===== src/rtl/core/urs_pkg.sv =====
// Shared types and constants for the unbiased range sampler.
// No dependencies.
package urs_pkg;

  localparam int WORD_W = 64;
  localparam int IDX_W  = 8;
  localparam int QDEPTH = 2;

  // Configuration register indexes
  localparam logic [IDX_W-1:0] REG_LOW  = IDX_W'(0);
  localparam logic [IDX_W-1:0] REG_HIGH = IDX_W'(1);

  // Status codes
  localparam logic ST_OK  = 1'b0;
  localparam logic ST_INV = 1'b1;

  // Interval info from the threshold unit to the front end
  typedef struct packed {
    logic              ready;
    logic              err;
    logic              single;
    logic              full;
    logic [WORD_W-1:0] low;
    logic [WORD_W-1:0] span;
    logic [WORD_W-1:0] thr;
  } cfg_info_t;

  // One queued word
  typedef struct packed {
    logic              need_mod;
    logic              status;
    logic [WORD_W-1:0] val;
  } q_entry_t;

  // One remainder pipeline stage
  typedef struct packed {
    logic              need_mod;
    logic              status;
    logic [WORD_W-1:0] val;
    logic [WORD_W-1:0] rem;
  } pipe_t;

endpackage


===== src/rtl/core/urs_front.sv =====
// Front end: accepts words, classifies them, drops rejects, fills a short queue.
// Depends on urs_pkg.
module urs_front
  import urs_pkg::*;
(
  input  logic              clk,
  input  logic              rst_n,
  input  cfg_info_t         info,
  input  logic              in_valid,
  output logic              in_ready,
  input  logic [WORD_W-1:0] in_random_word,
  output logic              q_valid,
  output q_entry_t          q_data,
  input  logic              q_pop
);

  q_entry_t   mem_r [QDEPTH];
  logic       wp_r, rp_r;
  logic [1:0] cnt_r;
  logic       acc, push;
  q_entry_t   ent;

  assign in_ready = info.ready && (cnt_r != 2'(QDEPTH));
  assign acc      = in_valid && in_ready;

  // Classify the word
  always_comb begin
    ent      = '{need_mod: 1'b0, status: ST_OK, val: in_random_word};
    push     = acc;
    priority if (info.err) begin
      ent.status = ST_INV;
      ent.val    = '0;
    end else if (info.single) begin
      ent.val = info.low;
    end else if (info.full) begin
      ent.val = in_random_word;
    end else begin
      ent.need_mod = 1'b1;
      push         = acc && (in_random_word >= info.thr);
    end
  end

  assign q_valid = (cnt_r != 2'd0);
  assign q_data  = mem_r[rp_r];

  always_ff @(posedge clk) begin
    if (push) mem_r[wp_r] <= ent;
  end

  always_ff @(posedge clk) begin
    if (!rst_n) begin
      wp_r  <= 1'b0;
      rp_r  <= 1'b0;
      cnt_r <= '0;
    end else begin
      if (push)  wp_r <= ~wp_r;
      if (q_pop) rp_r <= ~rp_r;
      cnt_r <= cnt_r + 2'(push) - 2'(q_pop);
    end
  end

endmodule


===== config.mk =====
export PLATFORM = sky130hd
export DESIGN_NAME = urs_front
export DESIGN_NICKNAME = d
export VERILOG_FILES = /design/src/rtl/core/urs_pkg.sv /design/src/rtl/core/urs_front.sv
export SDC_FILE = /design/constraint.sdc
export NUM_CORES = 1
export LEC_CHECK = 0
export ABC_AREA = 1
export ABC_CLOCK_PERIOD_IN_PS = 7200
export BUFFER_PORTS_ARGS = -buffer_cell sky130_fd_sc_hd__buf_2
export CAP_MARGIN = 20
export CELL_PAD_IN_SITES_DETAIL_PLACEMENT = 2
export CELL_PAD_IN_SITES_GLOBAL_PLACEMENT = 2
export CORE_MARGIN = 1.5
export CORE_UTILIZATION = 28
export CTS_CLUSTER_DIAMETER = 40
export CTS_CLUSTER_SIZE = 16
export DETAILED_ROUTE_END_ITERATION = 8
export PLACE_DENSITY_LB_ADDON = 0.1
export REMOVE_ABC_BUFFERS = 1
export SYNTH_ARGS = -nofsm -noshare
export SYNTH_HDL_FRONTEND = slang
export SYNTH_SLANG_ARGS = --single-unit

===== constraint.sdc =====
create_clock -name clk -period 7.2 [get_ports clk]
set_input_delay 1.44 -clock clk [delete_from_list [all_inputs] [get_ports clk]]
set_output_delay 1.44 -clock clk [all_outputs]
set_load 0.03 [all_outputs]

## Yosys cells after proc, flatten, opt, wreduce, memory -nomap -nowiden

Memory sizes are Yosys's and may differ from the RTL's. A register that Yosys moved wholly into a read port is not among the register bits.
Index checks and enable logic that the tools add are counted.

| cells by class | value |
|---|---|
| $add $sub $neg | 2 |
| magnitude comparators | 1 |
| equal/unequal tests | 1 |
| mux-type cells | 13 |
| bitwise gates (word level) | 2 |
| reductions and logical operators | 4 |

Operator list:

| operator | number |
|---|---|
| 64-bit two-way mux | 2 |
| 64-bit greater-or-equal comparator | 1 |
| 1-bit two-way mux | 11 |
| 1-bit logical AND | 3 |
| 2-bit by 1-bit adder with 2-bit output | 1 |
| 2-bit inequality test, second input constant | 1 |
| 1-bit inverter | 2 |
| 2-bit nonzero test | 1 |
| 2-bit by 1-bit subtractor with 2-bit output | 1 |

| storage, ports and cells | value |
|---|---|
| bits in registers | 4 |
| RAM bits | 132 |
| bits of input ports | 264 |
| logic and storage cells | 27 |
| memories kept | 1 |

Memories:

| name | words | bits a word | rd ports | clocked after memory_dff | wr ports | RTL line | text |
|---|---|---|---|---|---|---|---|
| mem_r | 2 | 66 | 1 | 1 | 1 | urs_front.sv:17 | `q_entry_t mem_r [QDEPTH];` |

## Depth between registers and ports, before layout

Gate-level depths: netlist (run 1).

| depth | value |
|---|---|
| depth after elaboration | 9 |
| depth in mapped cells | 22 |

## Worst setup path before layout (run 1)

Ideal clock, no wire load.

| timing path | value |
|---|---|
| path kind | in2reg |
| start | input info[195] (netlist name) |
| end | memory mem_r[0][0] (netlist name) (enable) |
| setup time | 0.491 ns |
| arrival | 5.349 ns |
| data required time | 6.709 ns |
| slack | 1.361 ns |
| cell stages on the path | 4 |
| buffers on the path | 0 |
| path through | a21boi_0 and2_1 nand2_2 nor2_1 |

| on the way | value |
|---|---|
| cells in the longest elaborated chain, start to end | 8 |

Ends and longest elaborated chain:

| element | RTL line | text |
|---|---|---|
| from (decl) | urs_front.sv:8 | `input cfg_info_t info,` |
| 1-bit logical AND * | urs_front.sv:23 | `assign in_ready = info.ready && (cnt_r != 2'(QDEPTH));` |
| 1-bit logical AND * | urs_front.sv:24 | `assign acc = in_valid && in_ready;` |
| 1-bit logical AND | urs_front.sv:39 | `push = acc && (in_random_word >= info.thr);` |
| 1-bit two-way mux | urs_front.sv:35 | `end else if (info.full) begin` |
| 1-bit two-way mux | urs_front.sv:33 | `end else if (info.single) begin` |
| 1-bit two-way mux * | urs_front.sv:30 | `priority if (info.err) begin` |
| 1-bit two-way mux * | urs_front.sv:47 | `if (push) mem_r[wp_r] <= ent;` |
| 1-bit two-way mux (not written as such) * | urs_front.sv:47 |  |
| to (decl) | urs_front.sv:17 |  |

Mark *: on every way between the ends. The rest lies on a longest branch, timed or not.

## Worst setup path after layout (run 1)

| timing path | value |
|---|---|
| start | input in_random_word[5] |
| end | memory mem_r[1][36] (netlist name) (enable) |

| on the way | value |
|---|---|
| cells in the longest elaborated chain, start to end | 7 |

Ends and longest elaborated chain:

| element | RTL line | text |
|---|---|---|
| from (decl) | urs_front.sv:11 | `input logic [WORD_W-1:0] in_random_word,` |
| 64-bit greater-or-equal comparator | urs_front.sv:39 |  |
| 1-bit logical AND | urs_front.sv:39 |  |
| 1-bit two-way mux | urs_front.sv:35 |  |
| 1-bit two-way mux | urs_front.sv:33 |  |
| 1-bit two-way mux | urs_front.sv:30 |  |
| 1-bit two-way mux | urs_front.sv:47 |  |
| 1-bit two-way mux (not written as such) | urs_front.sv:47 |  |

No other way between the ends.

==> summary.md, run 1 <==
| Metric | Value |
|---|---|
| DR DRC count | `0` |
| Synthesized instance count | `736` |
| Max cap viols | `0` |
| PortBufs | `267` |
| Max Clock Freq | `0.249 GHz` |
| Worst-Margin Slew | `1.05 ns` |
| Worst min path class | `reg -> reg` |
| Crit-path max cell delay | `0.64 ns` |
| First-pass DRT Iterations | `4` |
| Critical path cell sequence | `buf_2 > ha_1 > a21oi_1 > nor2_1 > nor2_1 > nand2_1 > nand2_1 > nand2_1 > nand2_1 > nand2_1 > nand2_1 > nand2_2 > nand3_2 > clkinv_2 > buf_4` |
| PwrDens | `223 nW/um2` |
| Vias | `6187` |
| Final hold vios | `0` |
| Lkg Pwr | `0.00457 uW` |
| Setup violations, final | `0` |
| Final Skew | `0.0121 ns` |
| Skew-Pair Late Insertion Delay | `0.42 ns` |
| Full die area | `28200 um2` |
| Vias per Instance | `4.56` |
| Cell Area, Placed | `9320 um2` |
| Remaining antenna violation count | `0` |
| Util after Layout | `37.0%` |
| Synth area leader | `edfxtp_1` |
| Vias in the first global route | `7010` |
| Relative slew slack | `29.7%` |
| DIE HEIGHT | `168 um` |
| Clk pin slew, worst setup/hold paths | `0.06 ns` |
| Share of the synthesized area in the top cell type | `52.1%` |
| Hold buffer count at cts | `0` |
| Critical path type | `in -> reg` |
| Grt total ovfl | `0` |
| Maximum vdd drop | `0.0000904 V` |
| IO Count | `332` |
| Crit path capture type | `flop` |
| Synth Area per Inst | `10.3 um2` |
| Final setup margin | `3.18 ns` |
| CTS tree | `built` |
| Post-Route WL | `24300 um` |
| Setup TNS | `0 ns` |
| Initial antenna violation count | `5` |
| CORE AREA | `26800 um2` |
| CP dominant cell by count | `nand2_1` |
| Fin area | `9900 um2` |
| Minimum clock period | `4.02 ns` |
| Largest net degree at the start of global routing | `67` |
| Routability cong. | `0.717` |
| CTS resizes | `0` |
| CTS H-tree depth | `4` |
| Row count | `60` |
| Post-synthesis instance area | `7610 um2` |
| Num CTS Buffers | `17` |
| Clk buf depth | `2` |
| Share of cells above drive strength 1 | `37.9%` |
| Initial Utilization | `28.4%` |
| Ys Warns | `0` |
| Fin. max-slew vios | `0` |
| Setup bufs post-CTS | `0` |
| Commonest non-fill, non-tap cell in the layout | `buf_2` |
| Worst EP required | `7.32 ns` |
| RSZ-0062 raised after global routing | `false` |
| Seq/Total Area, Yosys | `53.4%` |
| Nets | `1331` |
| Tcrit/Tclk final | `55.9%` |
| Top cells by area, synth | `edfxtp_1 (52%), ha_1 (11%), nand2_1 (9.8%)` |
| First-pass GRT wire length | `37900 um` |
| Pre-CTS WS | `2.59 ns` |
| Routed length per instance | `17.9 um` |
| Most frequent cells in the layout | `buf_2 (267), nand2_1 (199), edfxtp_1 (132), a21oi_1 (89), inv_1 (86)` |
| Clk sink count | `137` |
| CP max-delay cell | `clkinv_2` |
| Status | `complete, no violations` |
| DR iter-0 viols | `172` |
| Worst-path fanout max | `40` |
| GRT Util Overall | `17.8%` |
| Seq cells post-synth | `137` |
| Arrival time worst endpoint | `4.15 ns` |
| Startpoint Class | `primary input` |
| Area delta synth->final | `30.1%` |
| Root buffer cell | `clkbuf_16` |
| Post-synthesis cell type count | `29` |
| DP HPWL | `17200 um` |
| Chip width | `168 um` |
-- cell usage after synthesis --
library cell,count
a21o_1,2
a211oi_1,1
o21ai_1,2
a21boi_0,1
nor2_2,1
ha_1,66
nand4_1,4
inv_2,2
mux2_2,66
xnor2_1,1
inv_1,88
nor3_2,2
nand2_1,199
buf_2,14
nand3_2,2
buf_1,1
nor2_1,27
nand2_2,2
edfxtp_1,132
o21bai_1,2
a21oi_2,1
dfxtp_1,5
nor3_1,1
clkbuf_1,13
o21a_1,2
a21oi_1,89
and2_1,1
nand3_1,5
o21ai_0,4
-- critical path: cells and delay by family --
family / cells / cell delay [ns]
AO/OA/AOI/OAI: 1 / 0.18
adder cells (fa/ha/maj): 1 / 0.29
buffers and inverters: 3 / 1.31
AND/OR/NAND/NOR: 10 / 0.88
-- cells by family after synthesis --
logic type	Yosys count	synth area share [%]
AND/OR/NAND/NOR	244	12.7
XOR/XNOR	1	0.115
AO/OA/AOI/OAI	104	7.15
adder cells (fa/ha/maj)	66	10.8
flip-flops	137	53.4
buffers and inverters	118	6.05
multiplexers	66	9.76
-- state kept, by name (all words and copies together), names as in the netlist, named ones only --
name   count
mem_r    132
cnt_r      2
wp_r       1
rp_r       1
-- path summary, 6_finish.rpt --
check	from	end	slack, ns	cells after the start
hold reg to reg	cnt_r[1]	cnt_r[1]	0.51	2
hold / removal	cnt_r[1]	cnt_r[1]	0.51	2
setup / recovery	in_random_word[5]	mem_r[1][36]	3.18	15
setup reg to reg	cnt_r[0]	mem_r[1][36]	4.79	6
-- metrics by stage --
stage / hold WS, ns / total power (uW) / instances
detailed placement: 0.486 / 1360 / 1323
global route: 0.531 / 2320 / 1356
finish: 0.507 / 2210 / 1356
global placement: 0.484 / 1350 / 1323
CTS: 0.505 / 2250 / 1355
floorplan: 0.455 / 1190 / 708
-- power breakdown --
part	switching [uW]	internal [uW]	total, uW
Sequential	21.4	919	940
Clock	363	514	877
Combinational	242	151	393
-- per-layer routing --
metal	part of all wire, %	global-route usage [%]	vias to the layer above	wire length (um)
met2	52	33.1	140	12600
met3	4.8	4.21	18	1150
met1	42	20.4	2987	10300
met5	0.16	0	-	40
li1	-	-	3036	-
met4	0.74	4.35	6	180
-- area by class of cell --
class	instances	area, um2
antenna	1	2.50
clock buffer	19	433
clock inverter	13	148
fill	3017	16900
inverter	90	339
multi-input combinational	481	3100
sequential	137	4070
tap	341	427
timing repair buffer	274	1390
Note: power is estimated with default switching activity, not from simulation.
==> run 2: changes to the inputs <==
--- a/config.mk
+++ b/config.mk
@@ -6,7 +6,7 @@
 export NUM_CORES = 1
 export LEC_CHECK = 0
 export ABC_AREA = 1
-export ABC_CLOCK_PERIOD_IN_PS = 7200
+export ABC_CLOCK_PERIOD_IN_PS = 4200
 export BUFFER_PORTS_ARGS = -buffer_cell sky130_fd_sc_hd__buf_2
 export CAP_MARGIN = 20
 export CELL_PAD_IN_SITES_DETAIL_PLACEMENT = 2
==> constraint.sdc (replaced) <==
create_clock -name clk -period 4.2 [get_ports clk]
set_input_delay 0.84 -clock clk [delete_from_list [all_inputs] [get_ports clk]]
set_output_delay 0.84 -clock clk [all_outputs]
set_load 0.03 [all_outputs]
==> run 2 against run 1 <==
Non-clock buffer count grew 2. First-iteration DRC count shrank 8.1%. Global-route usage decreased by 0.18 points. Sequential power increased by 70%. Utilization rose by 0.19 points. Critical path depth down 12. Setup slack got worse by 1.9 ns. Clock power grew 71%. Die area unchanged. Largest power group unchanged. Final cell count up 0.15%.
==> summary.md, run 2 (synthesis gave the netlist of run 1 again) <==
| Metric | Value |
|---|---|
| CORE AREA | `26800 um2 (unchanged)` |
| Remaining antenna violation count | `0 (unchanged)` |
| Clock power frac | `39.5% (was 39.7%)` |
| DP HPWL | `17500 um (was 17200 um)` |
| Largest regs | `mem_r (132), cnt_r (2) (unchanged)` |
| Worst-Margin Slew | `0.917 ns (was 1.05 ns)` |
| Crit path capture type | `output port (was flop)` |
| R2r setup slk | `2.29 ns (was 4.79 ns)` |
| Maximum vdd drop | `0.000226 V (was 0.0000904 V)` |
| Initial Utilization | `28.4% (unchanged)` |
| Fin. max-slew vios | `0 (unchanged)` |
| Setup violations, final | `0 (unchanged)` |
| Lkg Pwr | `0.00458 uW (was 0.00457 uW)` |
| Relative slew slack | `38.9% (was 29.7%)` |
| DIE HEIGHT | `168 um (unchanged)` |
| Crit-path max cell delay | `0.70 ns (was 0.64 ns)` |
| Initial antenna violation count | `4 (was 5)` |
| Routability cong. | `0.721 (was 0.717)` |
| Hold Crit Depth | `2 (unchanged)` |
| Fin area | `9950 um2 (was 9900 um2)` |
| Full die area | `28200 um2 (unchanged)` |
| Nets | `1333 (was 1331)` |
| Top reg by flops | `mem_r (unchanged)` |
| Status | `complete, no violations (unchanged)` |
| Worst r2r dst | `cnt_r[1] (was mem_r[1][36])` |
| Max Clock Freq | `0.340 GHz` |
| CTS H-tree depth | `4 (unchanged)` |
| Clk buf depth | `2 (unchanged)` |
| Worst Reg-to-Reg Cells | `10 (was 6)` |
| Cell Area, Placed | `9370 um2 (was 9320 um2)` |
| PortBufs | `267 (unchanged)` |
| Commonest non-fill, non-tap cell in the layout | `buf_2 (unchanged)` |
| Worst-path fanout max | `34 (was 40)` |
| GRT Util Overall | `17.6% (was 17.8%)` |
| PwrDens | `381 nW/um2 (was 223 nW/um2)` |
| Largest net degree at the start of global routing | `67 (unchanged)` |
| CTS resizes | `0 (unchanged)` |
| First-pass DRT Iterations | `4 (unchanged)` |
| IO Count | `332 (unchanged)` |
| Area delta synth->final | `30.7% (was 30.1%)` |
| Inst Count DP | `1325 (was 1323)` |
| Comb power frac | `18.2% (was 17.8%)` |
| Share of cells above drive strength 1 | `38.0% (was 37.9%)` |
| Worst Hold End | `cnt_r[1] (unchanged)` |
| Pre-CTS WS | `0.809 ns (was 2.59 ns)` |
| Setup bufs post-CTS | `0 (unchanged)` |
| Clk pin slew, worst setup/hold paths | `0.06 ns (about the same)` |
| Root buffer cell | `clkbuf_16 (unchanged)` |
| Skew-Pair Late Insertion Delay | `0.42 ns (about the same)` |
| First-pass GRT wire length | `37700 um (was 37900 um)` |
| Sequential power share | `42.3% (was 42.5%)` |
| Max cap viols | `0 (unchanged)` |
| Tcrit/Tclk final | `70.1%` |
| Final Skew | `0.00661 ns (was 0.0121 ns)` |
| Max FFs per register | `132 (unchanged)` |
| Non-filler instance count after layout | `1358 (was 1356)` |
| Worst min path class | `reg -> reg (unchanged)` |
| DR iter-0 viols | `158 (was 172)` |
| Pint | `2710 uW (was 1580 uW)` |
| Sw Share | `28.4% (about the same)` |
| Grt total ovfl | `0 (unchanged)` |
| Vias per Instance | `4.60 (was 4.56)` |
| Tot Pwr | `3790 uW (was 2210 uW)` |
| Startpoint Class | `flop (was primary input)` |
| Most frequent cells in the layout | `buf_2 (267), nand2_1 (199), edfxtp_1 (132), a21oi_1 (89), inv_1 (86) (unchanged)` |
| CTS tree | `built (unchanged)` |
| Final hold vios | `0 (unchanged)` |
| CP max-delay cell | `dfxtp_4 (was clkinv_2)` |
| Vias | `6244 (was 6187)` |
| Routed length per instance | `17.7 um (was 17.9 um)` |
| P_sw | `1080 uW (was 627 uW)` |
| Num CTS Buffers | `17 (unchanged)` |
| Final setup margin | `1.25 ns (was 3.18 ns)` |
| DR DRC count | `0 (unchanged)` |
| Minimum clock period | `2.95 ns` |
| Critical path type | `reg -> out (was in -> reg)` |
| Row count | `60 (unchanged)` |
| Worst R2R Start | `cnt_r[0] (unchanged)` |
| Min-delay src | `cnt_r[1] (unchanged)` |
| RSZ-0062 raised after global routing | `false (unchanged)` |
| Hold buffer count at cts | `0 (unchanged)` |
| Chip width | `168 um (unchanged)` |
| Clk sink count | `137 (unchanged)` |
| Arrival time worst endpoint | `2.11 ns (was 4.15 ns)` |
| Critical path cell sequence | `buf_4 > mux2_2 > buf_2 (was buf_2 > ha_1 > a21oi_1 > nor2_1 > nor2_1 > nand2_1 > nand2_1 > nand2_1 > nand2_1 > nand2_1 > nand2_1 > nand2_2 > nand3_2 > clkinv_2 > buf_4)` |
| Setup TNS | `0 ns (unchanged)` |
| Post-Route WL | `24000 um (was 24300 um)` |
| Vias in the first global route | `6933 (was 7010)` |
| Worst EP required | `3.36 ns (was 7.32 ns)` |
run 2: changes by cell type in the layout (fill, tap and decap cells not counted):
cell / delta
buf_12: +3
buf_4: -1
clkbuf_1: -2
clkinv_1: +1
clkinv_4: -1
clkinvlp_4: +1
diode_2: +1
run 2: area by class of cell:
cell class,instances,area [um2]
clock buffers,17,425
well taps,341,427
clock inverters,14,150
diodes,2,5.00
flip-flops and latches,137,4070
fillers,3054,16800
repair buffers,276,1440
inverters,90,339
multi-input cells,481,3100
run 2: through the flow:
| stage | utilization [%] | hold WS [ns] |
|---|---|---|
| 3_5_place_dp | 35.0 | 0.501 |
| 4_1_cts | 37.1 | 0.519 |
| 3_3_place_gp | 35.0 | 0.488 |
| 5_1_grt | 37.1 | 0.560 |
| 2_1_floorplan | - | 0.455 |
| 6_report | 37.1 | 0.503 |
run 2: critical path: cells and delay by family (launching register included):
family	cells	cell delay [ns]
buf+inv	2	0.57
mux	1	0.37
flops	1	0.70
run 2: routing by layer:
layer  track usage, %  share of wire [%]
met5                0               0.12
met4             5.56                1.6
met3             4.23                5.4
met2             31.3                 50
met1             20.9                 43
run 2: worst max path at each step:
stage	from	end	slack, ns	cells after the start
finish	flop	q_data[49]	1.25	3
global route	info[7]	cnt_r[1]	0.99	20
CTS	flop	q_data[49]	1.17	3
detailed placement	in_random_word[7]	mem_r[0][22]	0.81	15
global placement	info[7]	mem_r[0][22]	0.85	16
floorplan	info[195]	mem_r[0][0]	-1.04	4
run 2: power by group through the flow:
stage               Combinational (uW)  Sequential, uW  Clock, uW
finish                             690            1600       1500
global route                       773            1610       1580
CTS                                710            1600       1540
detailed placement                 706            1630          0
global placement                   693            1630          0
floorplan                          402            1630          0
