$ cat config.mk
export PLATFORM = sky130hd
export DESIGN_NAME = urs_thresh
export DESIGN_NICKNAME = d
export VERILOG_FILES = /design/src/rtl/core/urs_pkg.sv /design/src/rtl/core/urs_thresh.sv
export SDC_FILE = /design/constraint.sdc
export NUM_CORES = 1
export LEC_CHECK = 0
export CAP_MARGIN = 10
export CELL_PAD_IN_SITES_DETAIL_PLACEMENT = 1
export CELL_PAD_IN_SITES_GLOBAL_PLACEMENT = 2
export CORE_MARGIN = 1.5
export CORE_UTILIZATION = 40
export DETAILED_ROUTE_END_ITERATION = 16
export DONT_BUFFER_PORTS = 1
export PLACE_DENSITY_LB_ADDON = 0.25
export RECOVER_POWER = 50
export SKIP_CTS_REPAIR_TIMING = 1
export SLEW_MARGIN = 0
export SYNTH_ARGS = -nofsm -noshare
export SYNTH_HDL_FRONTEND = slang
export SYNTH_SLANG_ARGS = --single-unit
$ cat constraint.sdc
create_clock -name clk -period 5.5 [get_ports clk]
set_clock_uncertainty 0.1 [all_clocks]
set_input_delay 0.825 -clock clk [delete_from_list [all_inputs] [get_ports clk]]
set_output_delay 0.825 -clock clk [all_outputs]
set_load 0.1 [all_outputs]
$ cat src/rtl/core/urs_pkg.sv
// Shared types and constants for the unbiased range sampler.
// No dependencies.
package urs_pkg;

  localparam int WORD_W = 64;
  localparam int IDX_W  = 8;
  localparam int QDEPTH = 2;

  // Configuration register indexes
  localparam logic [IDX_W-1:0] REG_LOW  = IDX_W'(0);
  localparam logic [IDX_W-1:0] REG_HIGH = IDX_W'(1);

  // Status codes
  localparam logic ST_OK  = 1'b0;
  localparam logic ST_INV = 1'b1;

  // Interval info from the threshold unit to the front end
  typedef struct packed {
    logic              ready;
    logic              err;
    logic              single;
    logic              full;
    logic [WORD_W-1:0] low;
    logic [WORD_W-1:0] span;
    logic [WORD_W-1:0] thr;
  } cfg_info_t;

  // One queued word
  typedef struct packed {
    logic              need_mod;
    logic              status;
    logic [WORD_W-1:0] val;
  } q_entry_t;

  // One remainder pipeline stage
  typedef struct packed {
    logic              need_mod;
    logic              status;
    logic [WORD_W-1:0] val;
    logic [WORD_W-1:0] rem;
  } pipe_t;

endpackage

$ cat src/rtl/core/urs_thresh.sv
// Configuration registers, span and rejection threshold unit.
// Depends on urs_pkg. Bit-serial restoring remainder, one bit per cycle.
module urs_thresh
  import urs_pkg::*;
(
  input  logic              clk,
  input  logic              rst_n,
  input  logic              cfg_we,
  input  logic [IDX_W-1:0]  cfg_index,
  input  logic [WORD_W-1:0] cfg_data,
  output cfg_info_t         info
);

  typedef enum logic [2:0] {
    S_SPAN = 3'b001,
    S_DIV  = 3'b010,
    S_RDY  = 3'b100
  } state_t;

  state_t            state_r, state_nxt;
  logic [WORD_W-1:0] low_r, high_r, span_r, dvd_r, rem_r;
  logic              err_r, single_r, full_r;
  logic [5:0]        cnt_r;
  logic [WORD_W:0]   trial;
  logic              cfg_hit;

  assign cfg_hit = cfg_we && (cfg_index == REG_LOW || cfg_index == REG_HIGH);
  assign trial   = {rem_r, dvd_r[WORD_W-1]};

  // Next state
  always_comb begin
    state_nxt = state_r;
    unique case (state_r)
      S_SPAN: state_nxt = S_DIV;
      S_DIV:  if (cnt_r == 6'd63) state_nxt = S_RDY;
      S_RDY:  state_nxt = S_RDY;
      default: state_nxt = S_SPAN;
    endcase
    if (cfg_hit) state_nxt = S_SPAN;
  end

  always_ff @(posedge clk) begin
    if (!rst_n) begin
      state_r <= S_SPAN;
      low_r   <= '0;
      high_r  <= '0;
    end else begin
      state_r <= state_nxt;
      if (cfg_we && cfg_index == REG_LOW)  low_r  <= cfg_data;
      if (cfg_we && cfg_index == REG_HIGH) high_r <= cfg_data;
    end
  end

  // Datapath: span, flags, then 64 restoring steps on (0 - span)
  always_ff @(posedge clk) begin
    unique case (state_r)
      S_SPAN: begin
        span_r   <= high_r - low_r + WORD_W'(1);
        dvd_r    <= WORD_W'(0) - (high_r - low_r + WORD_W'(1));
        err_r    <= low_r > high_r;
        single_r <= low_r == high_r;
        full_r   <= (high_r - low_r + WORD_W'(1)) == '0;
        rem_r    <= '0;
        cnt_r    <= '0;
      end
      S_DIV: begin
        dvd_r <= dvd_r << 1;
        cnt_r <= cnt_r + 6'd1;
        if (trial >= {1'b0, span_r}) rem_r <= WORD_W'(trial - {1'b0, span_r});
        else rem_r <= trial[WORD_W-1:0];
      end
      S_RDY: ;
      default: ;
    endcase
  end

  assign info.ready  = (state_r == S_RDY);
  assign info.err    = err_r;
  assign info.single = single_r;
  assign info.full   = full_r;
  assign info.low    = low_r;
  assign info.span   = span_r;
  assign info.thr    = full_r ? '0 : rem_r;

endmodule

---- Word-level counts from Yosys, hierarchy flattened ----
Cells that the tools add are included.
operators by class
  add/sub/neg operators ................... 5
  magnitude comparators ................... 2
  reduce and logical (&&, ||, !) cells .... 8
  bitwise operators ....................... 1
  muxes and demuxes ....................... 7
  equal/unequal tests ..................... 7
operators with widths
  operator                                            number
  one-hot mux 64 bit (2 select lines)                 2
  2-to-1 mux 64 bit                                   2
  subtractor 64 bit                                   2
  >= comparator 65 x 64 -> 1 bit                      1
  adder 64 x 1 -> 64 bit (second input constant)      1
  == test 64 bit                                      1
  greater-than comparator 64 bit                      1
  logical NOT 64 bit                                  1
  subtractor 1 x 64 -> 64 bit (first input constant)  1
  one-hot mux 6 bit (2 select lines)                  1
  one-hot mux 3 bit (3 select lines)                  1
  == test 8 x 1 -> 1 bit (second input constant)      1
  logical NOT 8 bit                                   1
  adder 6 x 1 -> 6 bit (second input constant)        1
  == test 6 bit (second input constant)               1
  == test 3 x 1 -> 1 bit (second input constant)      1
  == test 3 x 2 -> 1 bit (second input constant)      1
  == test 3 bit (second input constant)               1
  logical AND 1 bit                                   3
  2-to-1 mux 3 bit                                    1
  inequality test 2 bit (second input constant)       1
  nonzero test 2 bit                                  1
  OR reduction 2 bit                                  1
  logical OR 1 bit                                    1
  inverter 1 bit                                      1
storage, ports and cells
  input port bits ......................... 75
  register bits ........................... 332

---- Logic depth before layout (Yosys ltp) ----
Gate-level depths: netlist (run 1).
  depth in word-level cells ............... 4
  depth in mapped cells ................... 20
  gate-level depth less buffers ........... 18

---- Worst setup path after synthesis (run 1) ----
Ideal clock, no wire load.
  path kind ............................... flip-flop to flip-flop
  start point ............................. register low_r[1]
  end point ............................... register dvd_r[62] (data pin)
  setup slack ............................. -0.080 ns
  data required time ...................... 5.132 ns
  cell stages (with the launch flop) ...... 20
  data arrival time ....................... 5.212 ns
  cells stage by stage .................... dfxtp_1 -> ha_1 -> inv_1 -> ha_1 -> inv_1 -> fa_1 -> nor2b_1 -> o311ai_1 -> and3_1 -> buf_6 -> nor4_4 -> o211ai_2 -> and3_1 -> or3b_4 -> a2111oi_4 -> or4b_1 -> buf_6 -> or3_1 -> nor3_1 -> o31ai_1
on the way
  cells in the longest elaborated chain, start to end .. 4
ends and longest elaborated chain
  item                                 RTL line          source
  start, declared                      urs_thresh.sv:21  logic [WORD_W-1:0] low_r, high_r, span_r, dvd_r, rem_r;
  start signal, assigned               urs_thresh.sv:49  if (cfg_we && cfg_index == REG_LOW) low_r <= cfg_data;
  subtractor 64 bit                    urs_thresh.sv:59  dvd_r <= WORD_W'(0) - (high_r - low_r + WORD_W'(1));
  adder 64 x 1 -> 64 bit               urs_thresh.sv:59
  subtractor 1 x 64 -> 64 bit          urs_thresh.sv:59
  one-hot mux 64 bit (2 select lines)  urs_thresh.sv:56  unique case (state_r)
  end signal, assigned                 urs_thresh.sv:59
  end signal, assigned                 urs_thresh.sv:67  dvd_r <= dvd_r << 1;
  end, declared                        urs_thresh.sv:21
Every way passes these cells.
A chain may end at the register's enable or synchronous reset.

---- Worst setup path in the final report (run 1) ----
  start point ............................. register high_r[1]
  end point ............................... register dvd_r[62] (data pin)
on the way
  cells in the longest elaborated chain, start to end .. 4
ends and longest elaborated chain
  item                                 RTL line          source
  start, declared                      urs_thresh.sv:21
  start signal, assigned               urs_thresh.sv:50  if (cfg_we && cfg_index == REG_HIGH) high_r <= cfg_data;
  subtractor 64 bit                    urs_thresh.sv:59
  adder 64 x 1 -> 64 bit               urs_thresh.sv:59
  subtractor 1 x 64 -> 64 bit          urs_thresh.sv:59
  one-hot mux 64 bit (2 select lines)  urs_thresh.sv:56
Every way passes these cells.

==> results.md, run 1 <==
- For the worst setup path, the data arrival time is 5.48 ns.
- The first-pass GRT wire length is 137200 µm.
- The checks that failed: capacitance limit, slew limit.
- The number of unique standard cell types used by synthesis is 97.
- The wire length reported by the detailed router is 88530 µm.
- Synthesis produced a netlist with a net count of 3482.
- From left edge to right edge, the die measures 259.9 µm.
- The worst-case clock buffer depth is 3.
- In this run the static leakage power is 12.08 nW.
- The worst setup path is captured at a register.
- After floorplanning, the core was sized to cover 65510 µm².
- In this run the remaining antenna-violating nets after routing total 0.
- The max-capacitance violation count is 5.
- The number of nets in the layout is 3566.
- For this block, the initial DRC count from the detailed router was 1129.
- In the routed layout, each cell is associated on average with a via count of 5.667.
- The min-delay analysis places its worst path in the category in -> reg.
- In this run the cell area of the synthesized design comes to 26400 µm².
- The share of the Yosys chip area taken by registers is 32.80%.
- The number of standard cells after synthesis is 3158.
- CTS saw 332 sinks.
- Relative to the synthesized area, the layout overhead comes to 12.18%.
- Measured along the y axis, the die boundary spans 259.9 µm.
- The H-tree was split into 2 levels.
- The normalized max-slew margin is -157.7%.
- The number of cells on the worst hold path is 2.
- The run finished, with violations left.
- The initial core utilization is 40.30%.
- The cell accounting for the most synthesized area is sky130_fd_sc_hd__edfxtp_1.
- The areal power density over the cells is 366.3 nW/µm².
- Clock tree synthesis inserted a total of 41 buffers.
- The number of failing hold endpoints at the final stage is 0.
- The dominant register cell in the synthesized netlist is sky130_fd_sc_hd__edfxtp_1.
- The setup violation total in the final timing report is 0.
- The die covers 67550 µm².
- The repair_antennas step left the layout with diodes totalling 0.
- The top cell type by area accounts for 22.86% of the synthesized area.
- The reg-to-reg critical path startpoint is high_r[1]$_SDFFE_PN0P_.
- The endpoint required time on the critical path is 5.70 ns.
- Counting tap cells, the placed design contains a total of 4060 instances.
- In the final routed layout, each cell accounts on average for 21.42 µm.
- The non-filler instance count after layout is 4133.
- The initial antenna violation count is 0.
- The pin count of the biggest net entering global routing is 130.
- The first TritonRoute pass finished after 5 iterations.
- After detailed placement, the total cell area comes to 28560 µm².
- The capturing point of the worst reg2reg path is dvd_r[62]$_DFFE_PP_.
- The number of cells on the worst reg-to-reg path is 18.
- The largest fanout on the critical path is 8.
- The timing-limited maximum frequency is 189.5 MHz.
- For this run, the total global-route usage over all layers was measured as 25.60%.
- The clock-pin slew reported for the worst setup and hold paths after clock tree synthesis is 0.06 ns.
- The HPWL after detailed placement is 69850 µm.
- The final max-slew violation count is 274.
- The via count of the first global-routing pass was 24060.
- Across the VDD grid, the largest voltage drop is 0.0002975 V.
- The worst min-delay path endpoint is low_r[29]$_SDFFE_PN0P_.
- The synthesized design contains 201 enable-type register cells.
- The reg-to-reg setup timing slack is 0.22 ns.
- The global route total overflow is 0.
- At the end of routability-driven placement, the weighted congestion stood at 0.9241.
- The detailed router placed 23420 vias in this run.
- In this run the mean area of a mapped cell was 8.360 µm².
- The clock period could shrink to 5.277 ns.
- The critical path launch point type is a register.
- With fillers left out, the area of the finished cells amounts to 29610 µm².
- The critical hold path startpoint is cfg_data[29].
- After layout, the worst path uses 95.94% of the clock period.
- The synthesized flop and latch total is 332.
- The clock latency at the later pin of the worst-skew pair is 0.59 ns.
- The clock tree from TritonCTS is yes.
- The count of input and output buffers is 0.
- The layout cell share with drive strength beyond 1 is 8.718%.
- During synthesis, Yosys emitted a total of 0 warnings.
- For the pin with the worst max-slew slack, the measured transition is 3.866 ns.
- By area the synthesized netlist is led by sky130_fd_sc_hd__edfxtp_1 23%, sky130_fd_sc_hd__ha_1 12%, sky130_fd_sc_hd__dfxtp_1 9.9%.
- The count of pins on the block boundary is 271.
- Clock tree synthesis selected as its root buffer the cell sky130_fd_sc_hd__clkbuf_16.
- The post-synthesis async set-or-reset flop share is 0%.
- The initialized floorplan defines 94 standard-cell rows.
- After detailed routing, the number of remaining DRC violations is 0.
- The startpoint-to-endpoint class of the critical path is reg -> reg.
[cells by family after synthesis]
family,synth area share [%]
AND/OR/NAND/NOR,21.43
AO/OA/AOI/OAI,20.04
buffers and inverters,6.038
flip-flops,32.80
adder cells (fa/ha/maj),12.08
XOR/XNOR,5.735
multiplexers,1.886
[cells in the final DEF, fill, tap and decap left out, drive strengths merged, types with 62 or more instances in the layout]
cell,instances
a21boi,140
a21o,72
a21oi,205
buf,83
clkbuf,167
dfxtp,131
edfxtp,201
ha,246
inv,257
nand2,429
nand3,62
nand4,79
nor2,226
nor2b,90
o21ai,136
xnor2,94
xor2,78
[per-stage QoR]
stage                     util (%)  setup slack (ns)  hold WS, ns  power, mW   TNS [ns]
final                        45.21            0.2232       0.2933      10.85          0
after global routing         45.21         -0.005888       0.2777      11.37  -0.005888
after CTS                    45.66          -0.09779       0.2572      10.94    -0.3212
after detailed placement     43.60          -0.06489       0.3564      8.121   -0.08370
after global placement       43.60            0.1946       0.3525      8.042          0
after floorplan                  -           0.01631       0.3435      7.032          0
[where the power goes]
part / internal (mW) / leakage (nW) / switching, mW / total (mW)
clock network: 1.64 / 0.666 / 1.13 / 2.77
registers: 3.03 / 2.99 / 0.201 / 3.23
logic: 1.40 / 8.42 / 3.45 / 4.85
[worst max-delay path by stage]
| stage | endpoint | slack [ns] | startpoint | cells past startpoint |
|---|---|---|---|---|
| after detailed placement | dvd_r[62]$_DFFE_PP_ | -0.06 | high_r[1]$_SDFFE_PN0P_ | 18 |
| final | dvd_r[62]$_DFFE_PP_ | 0.22 | high_r[1]$_SDFFE_PN0P_ | 18 |
| after floorplan | dvd_r[62]$_DFFE_PP_ | 0.02 | low_r[2]$_SDFFE_PN0P_ | 18 |
| after global routing | dvd_r[62]$_DFFE_PP_ | -0.006 | high_r[1]$_SDFFE_PN0P_ | 18 |
| after CTS | dvd_r[62]$_DFFE_PP_ | -0.1 | high_r[1]$_SDFFE_PN0P_ | 18 |
| after global placement | dvd_r[62]$_DFFE_PP_ | 0.19 | high_r[1]$_SDFFE_PN0P_ | 18 |
[cells in the mapped netlist, drive strengths merged, types with 9 or more instances]
cell type  instances
nand2            429
inv              256
ha               246
nor2             226
a21oi            205
edfxtp           201
a21boi           140
o21ai            136
clkbuf           132
dfxtp            131
xnor2             94
nor2b             90
nand4             79
xor2              78
a21o              72
nand3             62
nor3              55
mux2i             46
nor4              33
o21bai            31
a211oi            28
and2              28
nand2b            28
or3               26
buf               25
o21a              22
and3              19
o22ai             18
o211ai            17
a31oi             16
and4              16
or2               16
o31ai             14
a2111oi            9
[area by class of cell]
cell class	count	area, µm²
Timing Repair Buffer	198	1100
Tap cell	864	1081
Sequential cell	332	8660
Clock buffer	52	1129
Multi-Input combinational cell	2413	16460
Fill cell	7750	35900
Inverter	256	960.9
Clock inverter	18	224.0
[state kept, by name, summed over array words and instances, names as in the netlist]
name / cells
dvd_r: 64
high_r: 64
low_r: 64
rem_r: 64
span_r: 64
cnt_r: 6
state_r: 3
err_r: 1
full_r: 1
single_r: 1
[metal layers]
metal  up-vias  part of all wire [%]  GRT usage, %
met5         -                     0             0
li1      11310                     -             -
met4         0                   2.8         7.768
met3       113                   4.3         3.645
met2       470                    45         41.81
met1     11530                    48         34.86
[worst max-delay path: stages (launching register included)]
cell                        delay [ns]
sky130_fd_sc_hd__dfxtp_2          0.35
sky130_fd_sc_hd__inv_1            0.07
sky130_fd_sc_hd__ha_1             0.29
sky130_fd_sc_hd__inv_1            0.07
sky130_fd_sc_hd__ha_1             0.17
sky130_fd_sc_hd__inv_1            0.06
sky130_fd_sc_hd__fa_1             0.45
sky130_fd_sc_hd__nor2b_4          0.18
sky130_fd_sc_hd__o311ai_1         0.17
sky130_fd_sc_hd__and3_4           0.29
sky130_fd_sc_hd__nor4_4           0.40
sky130_fd_sc_hd__o211ai_4         0.16
sky130_fd_sc_hd__and3_1           0.20
sky130_fd_sc_hd__or3b_4           0.42
sky130_fd_sc_hd__a2111oi_4        0.31
sky130_fd_sc_hd__or4b_4           0.61
sky130_fd_sc_hd__or3_1            0.43
sky130_fd_sc_hd__nor3_1           0.16
sky130_fd_sc_hd__o31ai_1          0.09
Power figures use the tool's default switching activity.
==> inputs of run 2 (changes only) <==
--- a/config.mk
+++ b/config.mk
@@ -9,11 +9,11 @@
 export CELL_PAD_IN_SITES_DETAIL_PLACEMENT = 1
 export CELL_PAD_IN_SITES_GLOBAL_PLACEMENT = 2
 export CORE_MARGIN = 1.5
-export CORE_UTILIZATION = 40
+export CORE_UTILIZATION = 35
 export DETAILED_ROUTE_END_ITERATION = 16
 export DONT_BUFFER_PORTS = 1
 export PLACE_DENSITY_LB_ADDON = 0.25
-export RECOVER_POWER = 50
+export RECOVER_POWER = 100
 export SKIP_CTS_REPAIR_TIMING = 1
 export SLEW_MARGIN = 0
 export SYNTH_ARGS = -nofsm -noshare
==> results.md, run 2 (same netlist as run 1, synthesis figures left out) <==
- The checks that failed: capacitance limit, slew limit.
- The congestion estimate from routability-driven global placement came to 0.8872.
- The final cycle utilization of the critical path is 94.66%.
- Clock tree synthesis found a total of 332 sinks.
- The clock latency at the later pin of the worst-skew pair is 0.59 ns.
- The cell at the root of the clock tree is sky130_fd_sc_hd__clkbuf_16.
- The run finished, with violations left.
- In this run the horizontal extent of the chip is 277.6 µm.
- The area added between synthesis and finish is 14.95%.
- The endpoint required time on the critical path is 5.73 ns.
- TritonCTS built the clock tree.
- The share of total power dissipated in the clock network is 25.9%.
- The worst hold path belongs to the class in -> reg.
- The worst pin sits at a relative slew slack of -156.0%.
- The first-pass GRT wire length is 143000 µm.
- The number of cells on the worst hold path is 2.
- The reg-to-reg critical path startpoint is low_r[17]$_SDFFE_PN0P_.
- The final routed wire length divided by cell count is 21.46 µm.
- After detailed routing, the number of vias per cell comes to 5.444.
- After legalization and detailed placement, the total HPWL measured 72610 µm.
- The filler cells instantiated in the layout total 8744.
- In the post-route analysis, the smallest setup slack over all paths is 0.2939 ns.
- For hold timing, the worst endpoint is high_r[48]$_SDFFE_PN0P_.
- The DRC violations left is 0.
- The worst setup path is launched from a register.
- The capturing point of the worst reg2reg path is dvd_r[61]$_DFFE_PP_.
- The largest fanout on the critical path is 8.
- The maximum VDD drop is 0.0002373 V.
- Per report_power, the combinational group accounts for 44.9% of the total.
- In this run the deepest clock path goes through 3 buffers.
- Leaving out fill and tap cells, the most frequent cell in the layout is sky130_fd_sc_hd__nand2_1.
- The routed design has 91450 µm of wire.
- For this run, the detailed router's first-pass iteration total came to 5.
- Data arrives at the worst endpoint at 5.43 ns.
- The routed layout has 23200 vias.
- Leaving out fill and tap cells, the most frequent cells in the layout are 428 x sky130_fd_sc_hd__nand2_1, 255 x sky130_fd_sc_hd__inv_1, 246 x sky130_fd_sc_hd__ha_1, 223 x sky130_fd_sc_hd__nor2_1, 211 x sky130_fd_sc_hd__buf_4.
- The sequential fraction of design power is 29.1%.
- The H-tree level count is 2.
- The static leakage power is 12.63 nW.
- The final cell utilization of the core is 40.70%.
- Once the floorplan was initialized, standard cells occupied 35.40% of the core.
- The number of nets in the layout is 3584.
- The total area inside the core boundary comes to 74570 µm².
- The clock-pin slew reported for the worst setup and hold paths after clock tree synthesis is 0.06 ns.
- The critical hold path startpoint is cfg_data[48].
- The number of rows created at floorplan is 100.
- The die is 277.6 µm tall.
- The via count of the first global-routing pass came to 24140.
- Across the run, the number of max-cap violations was 1.
- Input and output buffers added on the ports amount to 0.
- In this run the power density over the cells is 365.3 nW/µm².
- Timing analysis after detailed placement gives a worst setup slack of 0.01691 ns.
- The number of failing hold endpoints at the final stage was 0.
- TritonCTS created 42 clock buffers.
- The violation count after the first detailed-route iteration is 1125.
- Internal power comes to 6.224 mW.
- For this design the top-level I/O count stands at 271.
- The global router's overall resource usage is 23.27%.
- The floorplan step defined a die boundary enclosing 77090 µm².
- The critical path in this run is classified as reg -> reg.
- The worst register-to-register path has a setup slack of 0.29 ns.
- In this run the remaining antenna-violating nets after routing total 0.
- The initial antenna violation count was 1.
- The worst-case reg-to-reg path depth is 15.
- After global routing the overflow that remains totals 0.
- Entering global routing, the biggest net connects 130 pins.
- The setup violation total in the final timing report is 0.
- Setup repair after global routing could not meet its margin everywhere.
- In this run the power spent charging and discharging nets is 4.862 mW.
- The layout cell share with drive strength beyond 1 is 12.64%.
- Net switching is 43.85% of the power.
- The worst setup path is captured at a register.
- The worst-margin pin slew is 3.841 ns.
- The final critical path time including I/O delays and setup is 5.206 ns.
- The final max-slew violation count was 68.
- For this run, the top clock speed supported by timing is 192.1 MHz.
run 2: layout make-up:
class	instances	area, µm²	area share, %
multi-input combinational	2413	16440	54.17
clock inverter	18	215.2	0.7091
tap	969	1212	3.995
clock buffer	58	1204	3.966
inverter	256	960.9	3.166
antenna	1	2.502	0.008246
sequential	332	8660	28.53
timing repair buffer	215	1655	5.455
run 2: worst max-delay path, stage by stage, from the launching register on:
cell	delay [ns]
sky130_fd_sc_hd__dfxtp_1	0.33
sky130_fd_sc_hd__inv_1	0.05
sky130_fd_sc_hd__ha_1	0.33
sky130_fd_sc_hd__ha_1	0.32
sky130_fd_sc_hd__a21oi_1	0.35
sky130_fd_sc_hd__nand2_1	0.18
sky130_fd_sc_hd__maj3_1	0.47
sky130_fd_sc_hd__a2111oi_2	0.73
sky130_fd_sc_hd__and3_1	0.29
sky130_fd_sc_hd__o21bai_1	0.13
sky130_fd_sc_hd__a2111oi_4	0.38
sky130_fd_sc_hd__or4b_4	0.59
sky130_fd_sc_hd__buf_4	0.18
sky130_fd_sc_hd__nor4_2	0.26
sky130_fd_sc_hd__xor2_1	0.18
sky130_fd_sc_hd__a21oi_1	0.08
run 2: how the worst max path moves through the flow:
stage / start / endpoint
after floorplan: low_r[2]$_SDFFE_PN0P_ / dvd_r[62]$_DFFE_PP_
after global placement: high_r[1]$_SDFFE_PN0P_ / dvd_r[62]$_DFFE_PP_
after detailed placement: high_r[1]$_SDFFE_PN0P_ / dvd_r[62]$_DFFE_PP_
after CTS: high_r[1]$_SDFFE_PN0P_ / dvd_r[62]$_DFFE_PP_
after global routing: high_r[1]$_SDFFE_PN0P_ / dvd_r[45]$_DFFE_PP_
final: low_r[17]$_SDFFE_PN0P_ / dvd_r[61]$_DFFE_PP_
run 2: power by group through the flow:
stage | registers, mW | logic, mW | clock network [mW]
after floorplan | 3.84 | 3.19 | 0
after global placement | 3.26 | 4.87 | 0
after detailed placement | 3.27 | 4.93 | 0
after CTS | 3.22 | 4.95 | 2.96
after global routing | 3.26 | 5.34 | 3.04
final | 3.23 | 4.98 | 2.88
run 2: metrics by stage:
stage	hold WS [ns]	setup TNS (ns)	instance area [µm²]	total power, mW	instances
after CTS	0.2508	-0.001801	30200	11.12	4253
after global routing	0.2661	-0.08171	30350	11.63	4261
after detailed placement	0.3695	0	28780	8.197	4177
after floorplan	0.3435	0	26400	7.032	3158
after global placement	0.3501	0	28780	8.130	4177
final	0.2874	0	30350	11.09	4262
run 2: metal layers:
layer / up-vias / GRT usage, % / routed length (µm)
met5: - / 0 / 0
met1: 11400 / 31.85 / 43500
met3: 78 / 3.184 / 3647
met2: 374 / 39.07 / 42710
li1: 11360 / - / -
met4: 0 / 4.652 / 1600
